[src/sv/ssms_pkg.sv]
`timescale 1ns / 1ps
// ----------------------------------------------------------------------------
// Seven-segment message scanner package
// Item types, character glyph table, frame timing constants and helpers.
// ----------------------------------------------------------------------------
package ssms_pkg;

  localparam int MESSAGE_CHARS_DEF = 20;
  localparam int CHAR_W            = 8;
  localparam int DIGITS            = 4;
  localparam int SLOTS_PER_FRAME   = 5;

  localparam logic KIND_LOAD = 1'b0;
  localparam logic KIND_TICK = 1'b1;

  localparam logic [7:0] CHAR_SPACE = 8'h20;
  localparam logic [7:0] CHAR_DASH  = 8'h2D;
  localparam logic [7:0] CHAR_0     = 8'h30;
  localparam logic [7:0] CHAR_9     = 8'h39;
  localparam logic [7:0] CHAR_A     = 8'h61;
  localparam logic [7:0] CHAR_Z     = 8'h7A;

  localparam logic [6:0] DWELL_RESET = 7'd25;
  localparam logic [6:0] PAT_DASH    = 7'h40;

  localparam logic [6:0] LETTER_PAT [26] = '{
    7'h77, 7'h7C, 7'h39, 7'h5E, 7'h79, 7'h71, 7'h6F, 7'h74, 7'h30, 7'h1E, 7'h70, 7'h38,
    7'h15, 7'h54, 7'h5C, 7'h73, 7'h67, 7'h50, 7'h6D, 7'h78, 7'h3E, 7'h1C, 7'h2A, 7'h46,
    7'h6E, 7'h52
  };

  localparam logic [6:0] DIGIT_PAT [10] = '{
    7'h3F, 7'h06, 7'h5B, 7'h4F, 7'h66, 7'h6D, 7'h7D, 7'h07, 7'h7F, 7'h67
  };

  typedef struct packed {
    logic       kind;
    logic [4:0] char_position;
    logic [7:0] char_code;
    logic [1:0] speed_select;
  } in_item_t;

  typedef struct packed {
    logic [3:0] digit_enable;
    logic [6:0] segments;
  } out_item_t;

  typedef struct packed {
    logic wr_en;
    logic rd_en;
  } store_ctl_t;

  function automatic logic [6:0] glyph(input logic [7:0] code);
    logic [7:0] letter_off;
    logic [7:0] digit_off;
    logic [6:0] pat;
    letter_off = code - CHAR_A;
    digit_off  = code - CHAR_0;
    pat        = '0;
    if (code inside {[CHAR_A:CHAR_Z]}) begin
      pat = LETTER_PAT[letter_off[4:0]];
    end else if (code inside {[CHAR_0:CHAR_9]}) begin
      pat = DIGIT_PAT[digit_off[3:0]];
    end else if (code == CHAR_DASH) begin
      pat = PAT_DASH;
    end
    return pat;
  endfunction

  function automatic logic [6:0] dwell_lookup(input logic [1:0] speed);
    logic [6:0] frames;
    case (speed)
      2'd0:    frames = 7'd25;
      2'd1:    frames = 7'd50;
      2'd2:    frames = 7'd75;
      2'd3:    frames = 7'd100;
      default: frames = 7'd25;
    endcase
    return frames;
  endfunction

endpackage

[src/sv/ssms_ram.sv]
`timescale 1ns / 1ps
// ----------------------------------------------------------------------------
// Generic single-port-write RAM
// One write port and one read port, read data registered under a read enable.
// ----------------------------------------------------------------------------
module ssms_ram #(
  parameter int WIDTH = 8,
  parameter int DEPTH = 20
) (
  input  logic                     clk,
  input  logic                     wr_en,
  input  logic [$clog2(DEPTH)-1:0] wr_addr,
  input  logic [WIDTH-1:0]         wr_data,
  input  logic                     rd_en,
  input  logic [$clog2(DEPTH)-1:0] rd_addr,
  output logic [WIDTH-1:0]         rd_data
);

  logic [WIDTH-1:0] mem_r [DEPTH];
  logic [WIDTH-1:0] rd_data_r;

  always_ff @(posedge clk) begin
    if (wr_en) begin
      mem_r[wr_addr] <= wr_data;
    end
    if (rd_en) begin
      rd_data_r <= mem_r[rd_addr];
    end
  end

  assign rd_data = rd_data_r;

endmodule

[src/sv/ssms_store.sv]
`timescale 1ns / 1ps
// ----------------------------------------------------------------------------
// Message store
// Character RAM with a written flag per entry; unwritten entries read as a space.
// ----------------------------------------------------------------------------
module ssms_store
  import ssms_pkg::*;
#(
  parameter int MESSAGE_CHARS = MESSAGE_CHARS_DEF
) (
  input  logic                             clk,
  input  logic                             rst_n,
  input  store_ctl_t                       ctl,
  input  logic [$clog2(MESSAGE_CHARS)-1:0] wr_addr,
  input  logic [CHAR_W-1:0]                wr_data,
  input  logic [$clog2(MESSAGE_CHARS)-1:0] rd_addr,
  output logic [CHAR_W-1:0]                rd_char
);

  logic [MESSAGE_CHARS-1:0] written_r;
  logic [MESSAGE_CHARS-1:0] written_nxt;
  logic                     rd_written_r;
  logic [CHAR_W-1:0]        ram_q;

  ssms_ram #(
    .WIDTH (CHAR_W),
    .DEPTH (MESSAGE_CHARS)
  ) u_ram (
    .clk     (clk),
    .wr_en   (ctl.wr_en),
    .wr_addr (wr_addr),
    .wr_data (wr_data),
    .rd_en   (ctl.rd_en),
    .rd_addr (rd_addr),
    .rd_data (ram_q)
  );

  always_comb begin
    written_nxt = written_r;
    if (ctl.wr_en) begin
      written_nxt[wr_addr] = 1'b1;
    end
  end

  always_ff @(posedge clk) begin
    if (!rst_n) begin
      written_r <= '0;
    end else begin
      written_r <= written_nxt;
    end
  end

  always_ff @(posedge clk) begin
    if (ctl.rd_en) begin
      rd_written_r <= written_r[rd_addr];
    end
  end

  assign rd_char = rd_written_r ? ram_q : CHAR_SPACE;

endmodule

[src/sv/ssms_scan.sv]
`timescale 1ns / 1ps
// ----------------------------------------------------------------------------
// Refresh scan counters
// Slot, frame, group and dwell registers that step once per display tick.
// ----------------------------------------------------------------------------
module ssms_scan
  import ssms_pkg::*;
#(
  parameter int MESSAGE_CHARS = MESSAGE_CHARS_DEF
) (
  input  logic                             clk,
  input  logic                             rst_n,
  input  logic                             step,
  input  logic [1:0]                       speed_select,
  output logic [$clog2(MESSAGE_CHARS)-1:0] rd_addr,
  output logic [DIGITS-1:0]                digit_enable
);

  localparam int GROUPS  = MESSAGE_CHARS / 4;
  localparam int GROUP_W = (GROUPS > 1) ? $clog2(GROUPS) : 1;
  localparam int ADDR_W  = $clog2(MESSAGE_CHARS);

  logic [2:0]         slot_r;
  logic [2:0]         slot_nxt;
  logic [6:0]         frame_r;
  logic [6:0]         frame_nxt;
  logic [GROUP_W-1:0] group_r;
  logic [GROUP_W-1:0] group_nxt;
  logic [6:0]         dwell_r;
  logic [6:0]         dwell_nxt;
  logic [6:0]         dwell_cur;
  logic               last_slot;
  logic               last_frame;
  logic               last_group;

  always_comb begin
    dwell_cur  = ((slot_r == '0) && (frame_r == '0)) ? dwell_lookup(speed_select) : dwell_r;
    last_slot  = (slot_r == 3'(SLOTS_PER_FRAME - 1));
    last_frame = ((frame_r + 7'd1) >= dwell_cur);
    last_group = (group_r == GROUP_W'(GROUPS - 1));
  end

  always_comb begin
    slot_nxt  = slot_r;
    frame_nxt = frame_r;
    group_nxt = group_r;
    dwell_nxt = dwell_r;
    if (step) begin
      dwell_nxt = dwell_cur;
      slot_nxt  = last_slot ? '0 : slot_r + 3'd1;
      if (last_slot) begin
        frame_nxt = last_frame ? '0 : frame_r + 7'd1;
        if (last_frame) begin
          group_nxt = last_group ? '0 : group_r + GROUP_W'(1);
        end
      end
    end
  end

  always_ff @(posedge clk) begin
    if (!rst_n) begin
      slot_r  <= '0;
      frame_r <= '0;
      group_r <= '0;
      dwell_r <= DWELL_RESET;
    end else begin
      slot_r  <= slot_nxt;
      frame_r <= frame_nxt;
      group_r <= group_nxt;
      dwell_r <= dwell_nxt;
    end
  end

  assign rd_addr      = ADDR_W'({group_r, slot_r[1:0]});
  assign digit_enable = (slot_r < 3'(DIGITS)) ? (DIGITS'(1) << slot_r[1:0]) : '0;

endmodule

[src/sv/seven_segment_message_scanner.sv]
`timescale 1ns / 1ps
// ----------------------------------------------------------------------------
// Seven-segment message scanner
// Drives a four-digit multiplexed display from a stored character message.
// ----------------------------------------------------------------------------
// Items enter on in_valid/in_stall and results leave on out_valid/out_stall.
// A load item writes one character into the message store when its position
// is in range and gives no result; a tick item advances the five-slot refresh
// frame and gives one result: the digit drive and segment pattern for that slot.
// A tick item's result is shown on the output once it has passed through the
// input register, the message RAM read register and the output register. One
// item is accepted every cycle while in_stall is low; the RAM's single read
// port is registered.
// Reset clears the scan counters, marks every message position as blank
// and empties the pipeline; no clearing pass is needed.
// When the receiver stalls, the output holds and the pipeline keeps filling
// any empty stages, so in_stall rises only once no stage can move.
// ----------------------------------------------------------------------------
module seven_segment_message_scanner
  import ssms_pkg::*;
#(
  parameter int MESSAGE_CHARS = MESSAGE_CHARS_DEF
) (
  input  logic      clk,
  input  logic      rst_n,
  input  logic      in_valid,
  output logic      in_stall,
  input  in_item_t  in_data,
  output logic      out_valid,
  input  logic      out_stall,
  output out_item_t out_data
);

  localparam int ADDR_W = $clog2(MESSAGE_CHARS);

  logic              s1_valid_r;
  logic              s1_valid_nxt;
  in_item_t          s1_item_r;
  logic              s2_valid_r;
  logic              s2_valid_nxt;
  logic [DIGITS-1:0] s2_enable_r;
  logic              out_valid_r;
  logic              out_valid_nxt;
  out_item_t         out_data_r;
  out_item_t         out_data_nxt;

  logic              in_take;
  logic              out_free;
  logic              s2_free;
  logic              s1_is_tick;
  logic              s1_go;
  logic              tick_go;
  store_ctl_t        store_ctl;
  logic [ADDR_W-1:0] rd_addr;
  logic [DIGITS-1:0] scan_enable;
  logic [CHAR_W-1:0] rd_char;

  always_comb begin
    out_free   = !out_valid_r || !out_stall;
    s2_free    = !s2_valid_r || out_free;
    s1_is_tick = (s1_item_r.kind == KIND_TICK);
    s1_go      = s1_valid_r && (!s1_is_tick || s2_free);
    tick_go    = s1_go && s1_is_tick;
    in_stall   = s1_valid_r && !s1_go;
    in_take    = in_valid && !in_stall;
    store_ctl.wr_en = s1_go && !s1_is_tick &&
                      (32'(s1_item_r.char_position) < MESSAGE_CHARS);
    store_ctl.rd_en = tick_go;
  end

  ssms_scan #(
    .MESSAGE_CHARS (MESSAGE_CHARS)
  ) u_scan (
    .clk          (clk),
    .rst_n        (rst_n),
    .step         (tick_go),
    .speed_select (s1_item_r.speed_select),
    .rd_addr      (rd_addr),
    .digit_enable (scan_enable)
  );

  ssms_store #(
    .MESSAGE_CHARS (MESSAGE_CHARS)
  ) u_store (
    .clk     (clk),
    .rst_n   (rst_n),
    .ctl     (store_ctl),
    .wr_addr (ADDR_W'(s1_item_r.char_position)),
    .wr_data (s1_item_r.char_code),
    .rd_addr (rd_addr),
    .rd_char (rd_char)
  );

  always_comb begin
    s1_valid_nxt = s1_valid_r;
    if (in_take) begin
      s1_valid_nxt = 1'b1;
    end else if (s1_go) begin
      s1_valid_nxt = 1'b0;
    end

    s2_valid_nxt = s2_valid_r;
    if (tick_go) begin
      s2_valid_nxt = 1'b1;
    end else if (out_free) begin
      s2_valid_nxt = 1'b0;
    end

    out_valid_nxt = out_valid_r;
    if (out_free) begin
      out_valid_nxt = s2_valid_r;
    end

    out_data_nxt.digit_enable = s2_enable_r;
    out_data_nxt.segments     = (s2_enable_r == '0) ? '0 : glyph(rd_char);
  end

  always_ff @(posedge clk) begin
    if (!rst_n) begin
      s1_valid_r  <= 1'b0;
      s2_valid_r  <= 1'b0;
      out_valid_r <= 1'b0;
    end else begin
      s1_valid_r  <= s1_valid_nxt;
      s2_valid_r  <= s2_valid_nxt;
      out_valid_r <= out_valid_nxt;
    end
  end

  always_ff @(posedge clk) begin
    if (in_take) begin
      s1_item_r <= in_data;
    end
    if (tick_go) begin
      s2_enable_r <= scan_enable;
    end
    if (s2_valid_r && out_free) begin
      out_data_r <= out_data_nxt;
    end
  end

  assign out_valid = out_valid_r;
  assign out_data  = out_data_r;

  a_enable_onehot: assert property (@(posedge clk) disable iff (!rst_n)
    out_valid_r |-> $onehot0(out_data_r.digit_enable))
    else $error("digit enable is not one-hot or zero");

  a_blank_when_off: assert property (@(posedge clk) disable iff (!rst_n)
    (out_valid_r && (out_data_r.digit_enable == '0)) |-> (out_data_r.segments == '0))
    else $error("segments lit in the all-off slot");

  a_stall_needs_item: assert property (@(posedge clk) disable iff (!rst_n)
    in_stall |-> (s1_valid_r && s1_is_tick && s2_valid_r && out_valid_r))
    else $error("input stalled with room in the pipeline");

  a_s2_held: assert property (@(posedge clk) disable iff (!rst_n)
    (s2_valid_r && !out_free) |=> (s2_valid_r && $stable(s2_enable_r)))
    else $error("read stage lost an item while the output was blocked");

  a_reset_empty: assert property (@(posedge clk)
    !rst_n |=> (!out_valid_r && !s1_valid_r && !s2_valid_r))
    else $error("pipeline not empty after reset");

endmodule
[config.mk]
export PLATFORM = sky130hd
export DESIGN_NAME = seven_segment_message_scanner
export DESIGN_NICKNAME = d
export VERILOG_FILES = /design/src/sv/ssms_pkg.sv /design/src/sv/ssms_ram.sv /design/src/sv/ssms_store.sv /design/src/sv/ssms_scan.sv /design/src/sv/seven_segment_message_scanner.sv
export SDC_FILE = /design/constraint.sdc
export NUM_CORES = 1
export LEC_CHECK = 0
export BUFFER_PORTS_ARGS = -buffer_cell sky130_fd_sc_hd__clkbuf_2
export CORE_MARGIN = 2
export CORE_UTILIZATION = 65
export DETAILED_ROUTE_END_ITERATION = 10
export PLACE_DENSITY = 0.83
export SLEW_MARGIN = 20
export SYNTH_ARGS = -nofsm -noshare
export SYNTH_HDL_FRONTEND = slang
export SYNTH_HIERARCHICAL = 1
export SYNTH_SLANG_ARGS = --single-unit
[constraint.sdc]
create_clock -name clk -period 5 [get_ports clk]
set_clock_uncertainty 0.05 [all_clocks]
set_input_delay 1 -clock clk [delete_from_list [all_inputs] [get_ports clk]]
set_output_delay 1 -clock clk [all_outputs]
set_load 0.02 [all_outputs]
==> results of run 1 <==
-- cell families (layout without fill, tap and decap cells) --
logic type               count (synthesis)  in the layout  synth area share
XOR/XNOR                                 9              9           0.00867
flip-flops                             243            243             0.634
adder cells (fa/ha/maj)                 29             29            0.0335
multiplexers                            76             76             0.117
AO/OA/AOI/OAI                          130            130            0.0807
AND/OR/NAND/NOR                        194            194            0.0954
buffers and inverters                   58            105            0.0304
-- flip-flops by register name, summed over array words and instances (netlist names), 4 cells and up --
name	count
u_store/u_ram/rd_data	8
u_scan/dwell_r	7
s1_item_r	15
u_store/written_r	20
u_scan/frame_r	7
out_data	11
u_store/u_ram/mem_r	160
s2_enable_r	4
-- how the worst max path moves through the flow --
stage / from / endpoint / depth (start not counted)
CTS: u_scan/slot_r[0] / u_scan/group_r[2] / 12
detailed placement: u_scan/slot_r[0] / u_scan/group_r[2] / 12
floorplan: out_stall / u_scan/frame_r[2] / 8
finish: u_scan/slot_r[0] / u_scan/group_r[2] / 12
global placement: u_scan/slot_r[0] / u_scan/group_r[2] / 12
global route: u_scan/slot_r[0] / u_scan/group_r[2] / 12
-- stage by stage --
step | cell area (µm²) | hold WS (ps) | cells | utilization
2_1_floorplan | 10800 | 392 | 739 | -
3_3_place_gp | 11100 | 406 | 961 | 0.674
3_5_place_dp | 11100 | 413 | 961 | 0.674
4_1_cts | 11900 | 428 | 1006 | 0.728
5_1_grt | 11900 | 441 | 1006 | 0.728
6_report | 11900 | 430 | 1006 | 0.728
-- cells in the mapped netlist, types with 10 or more instances --
library cell  count
o211ai_1         10
nor2b_1          29
mux4_1           14
o21ai_0          19
dfxtp_1          43
mux4_2           22
inv_1            21
edfxtp_1        200
ha_1             29
nand2_1          28
a21oi_1          43
clkbuf_1         11
mux2i_1          39
nand2b_1         10
nor2_1           61
-- layout make-up --
type | instances | share of cell area
Clock inverter | 14 | 0.0179
Multi-Input combinational cell | 438 | 0.304
Timing Repair Buffer | 38 | 0.0172
Tap cell | 220 | 0.0231
Sequential cell | 243 | 0.576
Inverter | 22 | 0.00692
Clock buffer | 31 | 0.0554
-- worst max-delay path, delay by kind of cell, from the launching register on --
kind / cells / cell delay [ps]
flip-flops: 1 / 470
AO/OA/AOI/OAI: 4 / 670
adder cells (fa/ha/maj): 2 / 500
AND/OR/NAND/NOR: 5 / 1670
buffers and inverters: 1 / 130
-- where the power goes --
group,total (mW),switching [mW],internal (mW)
sequential,2.28,0.0538,2.23
combinational,0.197,0.111,0.0854
clock,1.97,0.769,1.21
total,4.45,0.935,3.52
-- metal layers --
layer	vias to the layer above	routed length (µm)	track usage
li1	2901	-	-
met1	3158	9060	0.337
met2	320	11600	0.442
met3	60	1450	0.0383
met4	0	658	0.0914
met5	-	0	0
==> reports/results.tsv, run 1 <==
stage	metric	value	unit
floorplan	# rows	47	
clock_network	CTS tree	yes	
clock_network	clock slew at reported path FFs	60	ps
sta	RSZ-0062 raised after global routing	no	
sta	Tmin final	3570	ps
logic_synthesis	Main synth FF type	edfxtp_1	
cells_and_area	FF+latch area	6870	µm²
drt	Vias/cell	6.40	
setup_path	r2r worst-path depth	12	
clock_network	CTS Buf Count	25	
logic_synthesis	post-synth cell types	72	
floorplan	Core Footprint	16400	µm²
drt	ANT nets after route	0	
global_route	first-pass GRT wire length	34900	µm
sta	post-layout worst setup margin	1430	ps
logic_synthesis	synthesized instance count	739	
setup_path	worst path cell trace	inv_1, ha_1, nor2b_1, nand4b_1, nor3_1, a21oi_1, ha_1, and2_2, o2111ai_2, o21a_1, or4b_1, a21oi_1	
sta	setup violators final	0	
setup_path	Worst path max stage delay	540	ps
cells_and_area	Fill cells	994	
logic_synthesis	syn_area_per_cell	14.6	µm²
cells_and_area	n_diodes	0	
clock_network	clock buffer depth	3	
clock_network	H-tree depth	1	
logic_synthesis	part of the Yosys area used for sequential elements	0.634	
drt	DRT iter0 DRCs	777	
floorplan	initial core utilization	0.660	
clock_network	CTS root buf	clkbuf_16	
drt	Vias	6439	
min_path	HP Class	reg -> reg	
logic_synthesis	Cell Area, Synth	10800	µm²
global_route	total grt overflow	0	
clock_network	Clk Latency, worst-skew pair	540	ps
setup_path	Worst EP required	5390	ps
sta	final hold vios	0	
setup_path	Crit. End Element	flip-flop	
min_path	endpoint of the worst hold path	out_data[9]	
pwr	overall power	4.45	mW
global_route	vias in the first global route	6363	
cells_and_area	most frequent cells in the layout	edfxtp_1 (200), nor2_1 (61), a21oi_1 (43)	
logic_synthesis	EDFF count, synth	200	
setup_path	Worst EP arrival	3970	ps
global_route	initial antenna violation count	0	
drt	1st-pass router iterations	8	
sta	Tightest Pin Transition	885	ps
logic_synthesis	async set-reset flop share out of synthesis	0	
clock_network	CTS Sinks	243	
pwr	static leakage	4.04	nW
setup_path	Setup Crit Path Kind	reg -> reg	
setup_path	CP startpoint kind	flip-flop	
setup_path	Crit-path slowest cell	or4b_1	
floorplan	Die Y	133	µm
drt	WL final	22800	µm
cells_and_area	share of cells above drive strength 1	0.146	
place	Port Buffer Count	32	
setup_path	internal reg-to-reg setup slack	1430	ps
min_path	Worst Hold Launch	s2_enable_r[2]	
min_path	Cells on Worst Hold Path	0	
drt	wire length per cell	22.6	µm
sta	Relative slew margins	0.408	
sta	Max Fclk	0.280	GHz
sta	final period utilization	0.715	
global_route	largest net degree at the start of global routing	36	
setup_path	CP max FO	24	
global_route	Total GRT Usage	0.257	
sta	Fin Setup TNS	0	ps
clock_network	post_cts resized	0	
logic_synthesis	YS warnings	6	
floorplan	# IOs	33	
floorplan	die area	17700	µm²
logic_synthesis	top cells by area, synth	edfxtp_1 (55%), dfxtp_1 (8.0%), mux4_2 (4.6%), mux2i_1 (3.6%), mux4_1 (3.4%)	
place	GP Congestion	0.922	
setup_path	reg2reg end	u_scan/group_r[2]	
logic_synthesis	Seq cells post-synth	243	
flow_run	maxcap violations	0	
pwr	Worst IR Drop VDD	0.398	mV
status	status	complete, no violations	
cells_and_area	most common cell after layout, fill and taps aside	edfxtp_1	
logic_synthesis	post-synth top area share	0.555	
logic_synthesis	Post-Synthesis Net Count	788	
drt	Residual DRC	0	
cells_and_area	Final nets	817	
cells_and_area	area delta synth->final	10.3	%
place	dpl ws	1470	ps
logic_synthesis	post-synth top area cell	edfxtp_1	
floorplan	chip width	133	µm
place	Post-DP HPWL	13800	µm
clock_network	Post-CTS Hold Buffers	0	
setup_path	worst reg2reg path startpoint	u_scan/slot_r[0]	
clock_network	Post-CTS Setup Inserts	0	
pwr	PwrDens	373	nW/µm²
cells_and_area	area occupied by multi-input gates	3630	µm²
sta	Max Slew Vio Count	0	
Note: power is estimated with default switching activity, not from simulation.
==> run 2, diff against run 1 <==
--- a/config.mk
+++ b/config.mk
@@ -5,11 +5,12 @@
 export SDC_FILE = /design/constraint.sdc
 export NUM_CORES = 1
 export LEC_CHECK = 0
+export ABC_AREA = 1
 export BUFFER_PORTS_ARGS = -buffer_cell sky130_fd_sc_hd__clkbuf_2
 export CORE_MARGIN = 2
-export CORE_UTILIZATION = 65
+export CORE_UTILIZATION = 62
 export DETAILED_ROUTE_END_ITERATION = 10
-export PLACE_DENSITY = 0.83
+export PLACE_DENSITY = 0.79
 export SLEW_MARGIN = 20
 export SYNTH_ARGS = -nofsm -noshare
 export SYNTH_HDL_FRONTEND = slang
==> constraint.sdc (replaced) <==
create_clock -name clk -period 3.7 [get_ports clk]
set_clock_uncertainty 0.05 [all_clocks]
set_input_delay 0.74 -clock clk [delete_from_list [all_inputs] [get_ports clk]]
set_output_delay 0.74 -clock clk [all_outputs]
set_load 0.02 [all_outputs]
==> run 2 against run 1 <==
Sequential cell count unchanged. Final cell count grew 40%. Utilization down 4.2 points. Combinational power rose by 78%. Global-route usage fell by 1.3 points. Setup slack worse by 790 ps. Critical path depth stayed put. Sequential power grew 33%. Area after synthesis rose by 3.9%. First-iteration DRC count increased by 15%. Largest cell class unchanged.
==> reports/results.tsv, run 2 <==
stage	metric	value	unit
status	status	complete, no violations	
cells_and_area	most common cell after layout, fill and taps aside	nand2_1	
cells_and_area	Fill cells	1307	
setup_path	CP startpoint kind	flip-flop	
clock_network	Post-CTS Hold Buffers	0	
sta	Relative slew margins	0.346	
drt	wire length per cell	16.6	µm
sta	final hold vios	0	
floorplan	initial core utilization	0.628	
drt	ANT nets after route	0	
cells_and_area	most frequent cells in the layout	nand2_1 (343), edfxtp_1 (200), nand3_1 (144)	
logic_synthesis	top cells by count, synth	nand2_1 (343), edfxtp_1 (200), nand3_1 (144), inv_1 (95), nor2_1 (82)	
clock_network	clock slew at reported path FFs	60	ps
global_route	first-pass GRT wire length	37900	µm
logic_synthesis	Main synth FF type	edfxtp_1	
drt	Residual DRC	0	
clock_network	CTS Sinks	243	
floorplan	# IOs	33	
setup_path	Worst EP arrival	3260	ps
clock_network	CTS Buf Count	26	
floorplan	Core Footprint	17900	µm²
global_route	Total GRT Usage	0.244	
cells_and_area	share of cells above drive strength 1	0.0975	
logic_synthesis	part of the Yosys area used for sequential elements	0.611	
sta	Max Fclk	0.326	GHz
logic_synthesis	EDFF count, synth	200	
cells_and_area	max FFs per register	160	
drt	DRT iter0 DRCs	895	
logic_synthesis	post-synth cell types	48	
drt	WL final	23500	µm
clock_network	CTS tree	yes	
pwr	Worst IR Drop VDD	0.453	mV
logic_synthesis	syn_area_per_cell	9.84	µm²
sta	RSZ-0062 raised after global routing	no	
cells_and_area	area delta synth->final	9.25	%
sta	post-layout worst setup margin	636	ps
setup_path	Crit. End Element	flip-flop	
sta	Tightest Pin Transition	981	ps
pwr	PwrDens	486	nW/µm²
global_route	GR Layer Usage met1	0.331	
setup_path	Worst EP required	3890	ps
clock_network	H-tree depth	1	
logic_synthesis	synthesized instance count	1142	
global_route	GRT met2 Usage	0.408	
logic_synthesis	Seq cells post-synth	243	
setup_path	CP max FO	13	
flow_run	maxcap violations	0	
drt	Vias/cell	5.66	
sta	Fin Setup TNS	0	ps
place	GP Congestion	0.938	
global_route	total grt overflow	0	
cells_and_area	Reg with most FFs	u_store/u_ram/mem_r	
floorplan	chip width	139	µm
floorplan	die area	19200	µm²
logic_synthesis	post-synth top area share	0.534	
global_route	global routing usage on met3	0.0439	
cells_and_area	n_diodes	0	
cells_and_area	Largest regs	u_store/u_ram/mem_r x160, u_store/written_r x20, s1_item_r x15	
cells_and_area	final core utilization	0.686	
place	dpl ws	611	ps
drt	1st-pass router iterations	5	
clock_network	CTS root buf	clkbuf_16	
logic_synthesis	most frequent cell after synthesis	nand2_1	
clock_network	Clk Latency, worst-skew pair	540	ps
drt	Vias	7981	
sta	final period utilization	0.828	
place	Port Buffer Count	32	
floorplan	Die Y	139	µm
logic_synthesis	YS warnings	6	
logic_synthesis	async set-reset flop share out of synthesis	0	
logic_synthesis	post-synth top area cell	edfxtp_1	
sta	setup violators final	0	
place	Post-DP HPWL	14700	µm
global_route	vias in the first global route	7619	
global_route	GR peak layer	met2	
cells_and_area	Final nets	1211	
sta	Tmin final	3060	ps
global_route	largest net degree at the start of global routing	96	
min_path	HP Class	in -> reg	
pwr	static leakage	4.82	nW
setup_path	Setup Crit Path Kind	reg -> reg	
clock_network	clock buffer depth	3	
logic_synthesis	Cell Area, Synth	11200	µm²
clock_network	Post-CTS Setup Inserts	0	
sta	Max Slew Vio Count	0	
floorplan	# rows	49	
clock_network	post_cts resized	0	
global_route	initial antenna violation count	0	
logic_synthesis	Post-Synthesis Net Count	1191	
logic_synthesis	top cells by area, synth	edfxtp_1 (53%), nand2_1 (11%), dfxtp_1 (7.7%), nand3_1 (6.4%), ha_1 (3.2%)	
[run 2: cells by family after synthesis]
logic type | count (synthesis) | synth area share
AOI/OAI and AO/OA | 111 | 0.0555
xor gates and xnor gates | 4 | 0.00445
adders and majority gates | 29 | 0.0323
DFF | 243 | 0.611
buffers and inverters | 150 | 0.0648
and+or+nand+nor | 605 | 0.232
[run 2: routing by layer]
metal / wire length [µm] / vias up
met3: 2150 / 58
met4: 606 / 0
met5: 0 / -
met1: 9570 / 3680
li1: - / 3878
met2: 11100 / 365
[run 2: critical path, cell delays in order (launching register included)]
cell and delay [ps]:
edfxtp_1 460, nand2_1 70, inv_1 330, inv_1 230, ha_1 320, ha_1 490, clkinv_1 280, nand2_1 140
o21ai_0 80, nand2_1 80, nand3_1 80, nand3_1 110, a21oi_1 60
[run 2: worst paths after layout]
check / start / to / slack, ps / cells past startpoint
worst max-delay path: u_store/rd_written_r / out_data[2] / 640 / 12
worst min-delay path: in_data[2] / s1_item_r[2] / 320 / 1
worst max register to register: u_store/rd_written_r / out_data[2] / 640 / 12
worst min register to register: u_store/written_r[1] / u_store/written_r[1] / 410 / 2
[run 2: cell type report]
class / instances / area (µm²) / share of cell area
sequential: 243 / 6870 / 0.559
multi-input combinational: 749 / 3650 / 0.297
clock buffer: 30 / 666 / 0.0542
inverter: 104 / 397 / 0.0323
tap: 229 / 287 / 0.0233
clock inverter: 16 / 206 / 0.0168
timing repair buffer: 38 / 205 / 0.0167
[run 2: report_power, final]
group | internal [mW] | switching, mW | total (mW)
clock | 1.52 | 1.06 | 2.58
combinational | 0.107 | 0.244 | 0.351
sequential | 2.99 | 0.0451 | 3.03
[run 2: metrics by stage]
stage                     hold WS [ps]  power, mW  cells  area (µm²)
after floorplan                    377       3.35   1142       11200
final                              319       5.97   1409       12300
after global placement             385       3.43   1363       11400
after detailed placement           398       3.44   1363       11400
after global routing               305       6.16   1409       12300
after CTS                          318       5.98   1409       12300
==> run 3, diff against run 2 <==
--- a/config.mk
+++ b/config.mk
@@ -8,9 +8,9 @@
 export ABC_AREA = 1
 export BUFFER_PORTS_ARGS = -buffer_cell sky130_fd_sc_hd__clkbuf_2
 export CORE_MARGIN = 2
-export CORE_UTILIZATION = 62
+export CORE_UTILIZATION = 56
 export DETAILED_ROUTE_END_ITERATION = 10
-export PLACE_DENSITY = 0.79
+export PLACE_DENSITY = 0.76
 export SLEW_MARGIN = 20
 export SYNTH_ARGS = -nofsm -noshare
 export SYNTH_HDL_FRONTEND = slang
==> constraint.sdc (replaced) <==
create_clock -name clk -period 2.65 [get_ports clk]
set_clock_uncertainty 0.05 [all_clocks]
set_input_delay 0.53 -clock clk [delete_from_list [all_inputs] [get_ports clk]]
set_output_delay 0.53 -clock clk [all_outputs]
set_load 0.02 [all_outputs]
==> run 3 against run 2 <==
Utilization is 4.7 points lower. Hold slack worse by 170 ps. Cell area increased by 1.9%. Critical path depth up 4. Non-clock buffer count up 34. Die area rose by 10%. Count of clock-buffer cells in the layout unchanged. First-iteration DRC count decreased by 11%. Total power grew 33%. Routed wire length barely moved. Largest power group unchanged.
==> reports/results.tsv, run 3 (synthesized netlist as in run 2, its figures left out) <==
stage	metric	value	unit
cells_and_area	share of cells above drive strength 1	0.123	
setup_path	Worst path max stage delay	330	ps
floorplan	die area	21200	µm²
setup_path	CP startpoint kind	flip-flop	
drt	DRT iter0 DRCs	793	
drt	Residual DRC	0	
floorplan	initial core utilization	0.574	
floorplan	chip width	146	µm
place	dpl ws	173	ps
cells_and_area	Final nets	1245	
setup_path	r2r worst-path depth	16	
clock_network	H-tree depth	1	
floorplan	Die Y	146	µm
sta	RSZ-0062 raised after global routing	no	
sta	final hold vios	0	
cells_and_area	Reg with most FFs	u_store/u_ram/mem_r	
global_route	total grt overflow	0	
status	status	complete, no violations	
clock_network	CTS root buf	clkbuf_16	
sta	setup violators final	0	
setup_path	Worst EP required	3020	ps
setup_path	Critical Path Source	u_scan/slot_r[0]	
global_route	Total GRT Usage	0.219	
place	Post-DP HPWL	15100	µm
sta	post-layout worst setup margin	168	ps
setup_path	Crit. End Element	flip-flop	
place	Port Buffer Count	32	
floorplan	# IOs	33	
place	placed instance count	1430	
setup_path	Worst EP arrival	2850	ps
global_route	largest net degree at the start of global routing	97	
min_path	Worst Hold Launch	in_data[4]	
sta	Tightest Pin Transition	776	ps
global_route	vias in the first global route	7399	
pwr	overall power	7.95	mW
setup_path	CP Capture Point	u_scan/group_r[0]	
cells_and_area	area delta synth->final	11.3	%
sta	Fin Setup TNS	0	ps
cells_and_area	most frequent cells in the layout	nand2_1 (340), edfxtp_1 (200), nand3_1 (143)	
sta	Relative slew margins	0.483	
global_route	GRT met2 Usage	0.352	
cells_and_area	n_diodes	0	
sta	final period utilization	0.936	
drt	wire length per cell	15.9	µm
clock_network	CTS tree	yes	
clock_network	clock buffer depth	3	
setup_path	internal reg-to-reg setup slack	170	ps
cells_and_area	most common cell after layout, fill and taps aside	nand2_1	
sta	Tmin final	2480	ps
setup_path	reg2reg end	u_scan/group_r[0]	
clock_network	CTS Buf Count	25	
global_route	GR Layer Usage met1	0.315	
drt	ANT nets after route	0	
pwr	static leakage	4.97	nW
global_route	first-pass GRT wire length	37600	µm
floorplan	Core Footprint	19600	µm²
clock_network	Clk Latency, worst-skew pair	510	ps
setup_path	Setup Crit Path Kind	reg -> reg	
setup_path	CP max FO	5	
clock_network	CTS Sinks	243	
setup_path	Crit-path slowest cell	dfxtp_2	
clock_network	Post-CTS Hold Buffers	0	
drt	WL final	23400	µm
global_route	initial antenna violation count	0	
global_route	global routing usage on met3	0.0342	
drt	Vias/cell	5.36	
cells_and_area	Largest regs	u_store/u_ram/mem_r x160, u_store/written_r x20, s1_item_r x15	
clock_network	clock slew at reported path FFs	60	ps
drt	1st-pass router iterations	5	
cells_and_area	design area	12500	µm²
flow_run	maxcap violations	0	
place	Cell Area, Placed	11700	µm²
setup_path	crit-path most repeated cell	nand2_1	
cells_and_area	max FFs per register	160	
sta	Max Fclk	0.403	GHz
min_path	HP Class	in -> reg	
floorplan	# rows	51	
place	GP Congestion	0.892	
setup_path	worst path cell trace	inv_1, ha_2, nand2_2, nor3_4, buf_4, nand2_4, nand2_1, o21ai_2, ha_1, nand2_1, nand2_1, a21oi_4, nand2_2, nand2_2, nand2_1, a21oi_1	
global_route	GR peak layer	met2	
pwr	Worst IR Drop VDD	0.638	mV
cells_and_area	Final Non-Filler Cells	1476	
pwr	PwrDens	635	nW/µm²
setup_path	worst reg2reg path startpoint	u_scan/slot_r[0]	
sta	Max Slew Vio Count	0	
drt	Vias	7913	
## run 3: cell count changes in the layout (fill, tap and decap cells not counted), sizes merged
cell      before  now
buf            6   40
bufinv         3    1
inv          104  102
clkinv        11   12
clkinvlp       2    1
nand2        348  349
## run 3: power breakdown
part	total, mW	leakage (nW)	switching [mW]	internal [mW]
clock network	3.20	0.362	1.36	1.84
logic	0.517	2.45	0.345	0.172
registers	4.24	2.16	0.0645	4.17
## run 3: what timing repair did
action	4_1_cts	5_1_grt
gates resized for setup	0	7
setup endpoints to repair	0	4
buffers inserted	0	3
endpoints found under the hold margin	0	0
## run 3: stage by stage
| step | utilization | hold WS (ps) |
|---|---|---|
| floorplan | - | 377 |
| global placement | 0.598 | 383 |
| detailed placement | 0.598 | 393 |
| CTS | 0.636 | 128 |
| global route | 0.639 | 127 |
| finish | 0.639 | 148 |
## run 3: how the worst min path moves through the flow
stage / endpoint / slack (ps) / depth (start not counted)
3_5_place_dp: out_data[10] / 390 / 0
5_1_grt: s1_item_r[1] / 130 / 1
2_1_floorplan: out_data[8] / 380 / 0
6_report: s1_item_r[4] / 150 / 1
4_1_cts: s1_item_r[1] / 130 / 1
3_3_place_gp: out_data[8] / 380 / 0
## run 3: critical path, delay by kind of cell (launching register included)
family | cells | cell delay (ps)
AO/OA/AOI/OAI | 3 | 430
adder cells (fa/ha/maj) | 2 | 510
buffers and inverters | 2 | 250
flip-flops | 1 | 330
AND/OR/NAND/NOR | 9 | 840
## run 3: per-layer routing
metal | share of wire | up-vias
li1 | - | 3945
met5 | 0 | -
met4 | 0.017 | 0
met2 | 0.47 | 279
met3 | 0.067 | 33
met1 | 0.45 | 3656
## run 3: area by class of cell
type | instances | area (µm²)
fillers | 1553 | 7080
flip-flops and latches | 243 | 6870
multi-input cells | 750 | 3680
clock buffers | 30 | 654
repair buffers | 72 | 498
inverters | 104 | 397
well taps | 265 | 332
clock inverters | 12 | 85.1
